## config.mk

```make
export PLATFORM = sky130hd
export DESIGN_NAME = swc_mac
export DESIGN_NICKNAME = d
export VERILOG_FILES = /design/src/rtl/core/swc_pkg.sv /design/src/rtl/core/swc_mac.sv
export SDC_FILE = /design/constraint.sdc
export NUM_CORES = 2
export LEC_CHECK = 0
export BUFFER_PORTS_ARGS = -buffer_cell sky130_fd_sc_hd__buf_2
export CORE_ASPECT_RATIO = 2
export CORE_MARGIN = 5
export CORE_UTILIZATION = 45
export CTS_CLUSTER_SIZE = 20
export DETAILED_ROUTE_END_ITERATION = 10
export GPL_ROUTABILITY_DRIVEN = 0
export RECOVER_POWER = 100
export SETUP_SLACK_MARGIN = 0.02
export SLEW_MARGIN = 25
export SYNTH_ARGS = -nofsm -noshare
export SYNTH_HDL_FRONTEND = slang
export SYNTH_SLANG_ARGS = --single-unit
```

## constraint.sdc

```tcl
create_clock -name clk_i -period 6.91 [get_ports clk_i]
set_clock_uncertainty 0.1 [all_clocks]
set_input_delay 1.0365 -clock clk_i [delete_from_list [all_inputs] [get_ports clk_i]]
set_output_delay 1.0365 -clock clk_i [all_outputs]
set_load 0.005 [all_outputs]
```

## src/rtl/core/swc_pkg.sv

```systemverilog
// ----------------------------------------------------------------------------
// swc_pkg: shared types and constants of the sliding window correlator
// Sample and control types used by the window stores, the multiply-accumulate
// datapath and the top level.
// ----------------------------------------------------------------------------
package swc_pkg;

  localparam int unsigned SAMPLE_W = 16;
  localparam int unsigned PROD_W   = 2 * SAMPLE_W;
  localparam int unsigned ACC_W    = 42;
  localparam int unsigned REQ_W    = 2;

  // Request codes carried by req_type_i.
  typedef enum logic [REQ_W-1:0] {
    REQ_ADD_X = 2'd0,
    REQ_ADD_Y = 2'd1,
    REQ_CLR_X = 2'd2,
    REQ_CLR_Y = 2'd3
  } req_e;

  typedef struct packed {
    logic signed [SAMPLE_W-1:0] re;
    logic signed [SAMPLE_W-1:0] im;
  } sample_t;

  // Control from the sequencer to one window store.
  typedef struct packed {
    logic add;    // write the new sample and advance the ring
    logic clear;  // empty the window
    logic rd;     // read one entry of the sweep
    logic first;  // this read is the first of the sweep
  } win_ctrl_t;

endpackage

```

## src/rtl/core/swc_mac.sv

```systemverilog
// ----------------------------------------------------------------------------
// swc_mac: complex multiply-accumulate datapath
// Registers the four partial products of one sample pair, then adds the
// real or complex product into 42-bit wrapping accumulators.
// ----------------------------------------------------------------------------
module swc_mac import swc_pkg::*; (
  input  logic                    clk_i,
  input  logic                    rst_ni,
  input  logic                    clear_i,
  input  logic                    valid_i,
  input  logic                    complex_i,
  input  sample_t                 x_i,
  input  sample_t                 y_i,
  output logic                    busy_o,
  output logic signed [ACC_W-1:0] acc_re_o,
  output logic signed [ACC_W-1:0] acc_im_o
);

  logic                    prod_valid_q;
  logic signed [PROD_W-1:0] ac_q, bd_q, ad_q, bc_q;
  logic signed [ACC_W-1:0] acc_re_q, acc_im_q;
  logic signed [ACC_W-1:0] ac_ext, bd_ext, ad_ext, bc_ext;
  logic signed [ACC_W-1:0] re_term, im_term;

  always_ff @(posedge clk_i or negedge rst_ni) begin
    if (!rst_ni) begin
      prod_valid_q <= 1'b0;
    end else begin
      prod_valid_q <= valid_i;
    end
  end

  always_ff @(posedge clk_i) begin
    if (valid_i) begin
      ac_q <= PROD_W'(x_i.re) * PROD_W'(y_i.re);
      bd_q <= PROD_W'(x_i.im) * PROD_W'(y_i.im);
      ad_q <= PROD_W'(x_i.re) * PROD_W'(y_i.im);
      bc_q <= PROD_W'(x_i.im) * PROD_W'(y_i.re);
    end
  end

  assign ac_ext = {{(ACC_W - PROD_W){ac_q[PROD_W-1]}}, ac_q};
  assign bd_ext = {{(ACC_W - PROD_W){bd_q[PROD_W-1]}}, bd_q};
  assign ad_ext = {{(ACC_W - PROD_W){ad_q[PROD_W-1]}}, ad_q};
  assign bc_ext = {{(ACC_W - PROD_W){bc_q[PROD_W-1]}}, bc_q};

  // Real mode ignores the imaginary parts entirely.
  assign re_term = complex_i ? ac_ext - bd_ext : ac_ext;
  assign im_term = complex_i ? ad_ext + bc_ext : '0;

  always_ff @(posedge clk_i) begin
    if (clear_i) begin
      acc_re_q <= '0;
      acc_im_q <= '0;
    end else if (prod_valid_q) begin
      acc_re_q <= acc_re_q + re_term;
      acc_im_q <= acc_im_q + im_term;
    end
  end

  assign busy_o   = valid_i | prod_valid_q;
  assign acc_re_o = acc_re_q;
  assign acc_im_o = acc_im_q;

endmodule
```

==> reports/results.txt <==
The count of endpoints failing hold in the final timing report was 0. The cell sitting at the root of the clock tree is a sky130_fd_sc_hd__clkbuf_16. The tree built by TritonCTS fans out to 213 sinks.

Clock tree synthesis inserted a total of 26 buffers. The proportion of synthesized flip-flops having asynchronous set or reset was 0.00469. The library cells used most frequently in the layout, excluding fill and tap cells, are sky130_fd_sc_hd__inv_1 (1250), sky130_fd_sc_hd__fa_1 (1037), sky130_fd_sc_hd__nand2_1 (607).

The synthesized design spends more area on one cell type than any other, namely sky130_fd_sc_hd__fa_1. STA classifies the critical path startpoint as a primary input. A synthesized cell averages 9.16 sq um. Setup violations remaining at the end of the flow were counted as 0.

The endpoint identified for the worst register-to-register timing path is acc_re_o[41]$_SDFFE_PP0P_. After technology mapping, the gate count stands at 5869. The via count of the first global-routing pass is 46300. The shortest clock period the worst path allows after layout is 6.75 ns, and the area of the die is 127000 sq um. Yosys attributes the largest share of cell area to sky130_fd_sc_hd__fa_1 (39%), sky130_fd_sc_hd__ha_1 (11%), sky130_fd_sc_hd__inv_1 (8.7%).

In this run, synthesis produced a sequential element count of 213. Once placement finished, the instance area stood at 60600 sq um. Before CTS, the worst setup slack after placement is -0.710 ns. In the routed design, unresolved DRC markers number 0. The achievable frequency came out at 148 MHz. The tools report the post-detailed-routing wire length as 152000 um. The floorplan step set the die width to 254 um.

The tools report the met3 track demand over resource in global routing as 0.0205. The tools report the met1 track utilization from global routing as 0.257. The global-route usage over all layers was 0.242. The predominant post-synthesis flop cell is sky130_fd_sc_hd__edfxtp_1.

Number of different library cells in the post-synthesis netlist: 85. TritonCTS built the clock tree. The run gives 119000 sq um as the core region area. The filler cells instantiated in the layout total 11100. In the final design database the tool counted 8018 nets.

At the worst endpoint, the required time is 7.17 ns. Once layout is complete, the cells apart from fillers number 7988. The initialized floorplan defines 179 standard-cell rows. The remaining max-slew budget at the tightest pin was -1.09; the sum of negative setup slack was 0 ns. Counting cells, the worst reg-to-reg path comes to 26.

Area share of the largest cell type after synthesis: 0.392. Leaving out fill and tap cells, the most frequent cell in the layout is sky130_fd_sc_hd__inv_1. For the maximum number of pins on one net before global-route repair, the log shows 58. Counting every net in the synthesized netlist gives 7464. Overall via count from detail_route: 41800.

The worst reg2reg path startpoint was ac_q[0]$_DFFE_PP_. The slack of the worst reg-to-reg path was 0.39 ns; the total instance count after detailed placement was 7924. The checks that failed: capacitance limit, slew limit. The run gives 154 as the number of top-level design ports. The path class of the tightest hold or removal check is in2async. For the met2 global-route usage, the log shows 0.468. Kind of critical path: in2reg. The vertical extent of the die was 499 um; the post-route fraction of the period consumed by the critical path was 0.977. In the final routed layout, each cell accounts on average for 19.1 um. The top fanout value on the critical path is 8. The logs give 1632 for the number of design-rule violations left by the first detailed-router iteration and 53800 sq um for the area of the mapped netlist. The arrival time of the worst setup path was 7.01 ns. Max-cap violations in this run came to 5.

First-pass iteration count of the detailed router: 6. The mean number of vias per cell was 5.24; the total grt overflow was 0. The final standard cell area without fillers is 61800 sq um. The run finished, with violations left.

For this run, the number of Yosys warnings is 0. The sequential fraction of the synthesis area was 0.103; the count of port buffers added during placement was 153. For the final setup slack of the worst path, the log shows 0.157 ns. The clock passes through at most 3 buffers.

For the starting utilization of the core area, the log shows 0.452. Setup repair after global routing could not meet its margin everywhere. The number of antenna violations at the first check in global routing was 16; the insertion delay to the later sink of the worst-skew pair was 0.63 ns. At the pin with the least slew margin, the transition time is 3.14 ns. The clock-pin slew of the registers on the worst-case setup and hold paths was 0.06 ns.

The count of flip-flops with a built-in enable after synthesis was 128. The layer flagged by global routing as most heavily used is met2. The fraction of layout instances using a drive strength above 1 was 0.131. The area added between synthesis and finish was 14.9%. The count of final max-slew check failures was 231; the half-perimeter wire length after placement was 133000 um. The antenna violation net count after detailed routing was 0. The logs give 1 for the number of H-tree branching levels and 242000 um for the first-pass GRT wire length. The worst setup path is captured at a flop.
## worst max-delay path, stage by stage
cell                       delay, ns
sky130_fd_sc_hd__clkbuf_4       0.17
sky130_fd_sc_hd__buf_8          0.15
sky130_fd_sc_hd__buf_4          0.15
sky130_fd_sc_hd__and2_1         0.18
sky130_fd_sc_hd__fa_1           0.53
sky130_fd_sc_hd__inv_1          0.05
sky130_fd_sc_hd__fa_1           0.45
sky130_fd_sc_hd__fa_1           0.51
sky130_fd_sc_hd__inv_1          0.05
sky130_fd_sc_hd__fa_1           0.54
sky130_fd_sc_hd__fa_1           0.50
sky130_fd_sc_hd__inv_1          0.05
sky130_fd_sc_hd__fa_1           0.47
sky130_fd_sc_hd__inv_1          0.04
sky130_fd_sc_hd__ha_1           0.31
sky130_fd_sc_hd__inv_1          0.10
sky130_fd_sc_hd__o221ai_1       0.13
sky130_fd_sc_hd__a21o_1         0.20
sky130_fd_sc_hd__a21oi_2        0.15
sky130_fd_sc_hd__o21ai_2        0.09
sky130_fd_sc_hd__a31oi_2        0.24
sky130_fd_sc_hd__o21ai_1        0.13
sky130_fd_sc_hd__o41a_1         0.34
sky130_fd_sc_hd__a21o_1         0.20
sky130_fd_sc_hd__a21oi_2        0.14
sky130_fd_sc_hd__xnor2_1        0.09
## area by class of cell
cell class                      instances  area (sq um)  share of cell area
Sequential cell                       213          5550              0.0899
Clock inverter                         17           218             0.00352
Clock buffer                           31           704              0.0114
Antenna cell                            7          17.5            0.000284
Tap cell                             1538          1920              0.0312
Inverter                             1254          4710              0.0762
Multi-Input combinational cell       4166         42900               0.694
Timing Repair Buffer                  762          5770              0.0935
## stage by stage
stage                     hold slack, ns  utilization
after floorplan                    0.366            -
after global placement             0.366        0.509
after detailed placement           0.384        0.509
after CTS                         0.0754        0.517
after global routing              0.0920        0.519
final                              0.103        0.519
## cell usage after synthesis (all sizes together), types with 8 or more instances
master	number
nand2b	54
clkbuf	228
edfxtp	128
or3	14
o31ai	12
o211ai	14
nand4	26
a31oi	22
nand2	609
nor3	41
inv	1253
nor2	213
nor4b	8
mux2	26
nand4b	8
ha	474
mux2i	46
o21ai	106
a2111oi	8
a21o	138
a211oi	19
xnor2	171
a21oi	206
a211o	8
xor2	70
nor2b	27
o311ai	9
a311oi	8
and3	18
o22ai	14
buf	8
and2	521
fa	1052
nand3	47
dfxtp	84
o21bai	45
o21a	24
## layer usage
metal  routed length, um  vias up
met5                  64        -
met4                9360       10
met3                5610      413
met2               84100      992
met1               53100    21200
li1                    -    19200
## flip-flops by register name, summed over array words and instances, names as in the netlist
signal        count
ac_q             32
acc_re_o         42
bc_q             32
ad_q             32
prod_valid_q      1
bd_q             32
acc_im_o         42
## worst max-delay path by stage
stage	startpoint	endpoint	slack (ns)
after detailed placement	x_i[5]	bc_q[31]$_DFFE_PP_	-0.71
after floorplan	y_i[3]	bd_q[31]$_DFFE_PP_	-0.04
final	x_i[11]	bc_q[31]$_DFFE_PP_	0.16
after CTS	y_i[4]	bd_q[31]$_DFFE_PP_	0.009
after global routing	x_i[0]	bc_q[30]$_DFFE_PP_	-0.05
after global placement	y_i[4]	bd_q[31]$_DFFE_PP_	-0.62
## what timing repair did
item,in CTS,in global routing
setup endpoints to repair,3,33
setup buffers,0,9
resized for setup,7,119
hold buffers,0,0
pin swaps,1,39
## cells by family after synthesis
family,Yosys count,synth area share
buffers and inverters,1490,0.105
and+or+nand+nor,1626,0.151
AOI/OAI and AO/OA,701,0.0860
muxes,72,0.0140
xor gates and xnor gates,241,0.0393
DFF,213,0.103
adders and majority gates,1526,0.502
Power is not shown: default switching activity piles up to over one toggle a cycle in this logic, so the estimate is an artifact.
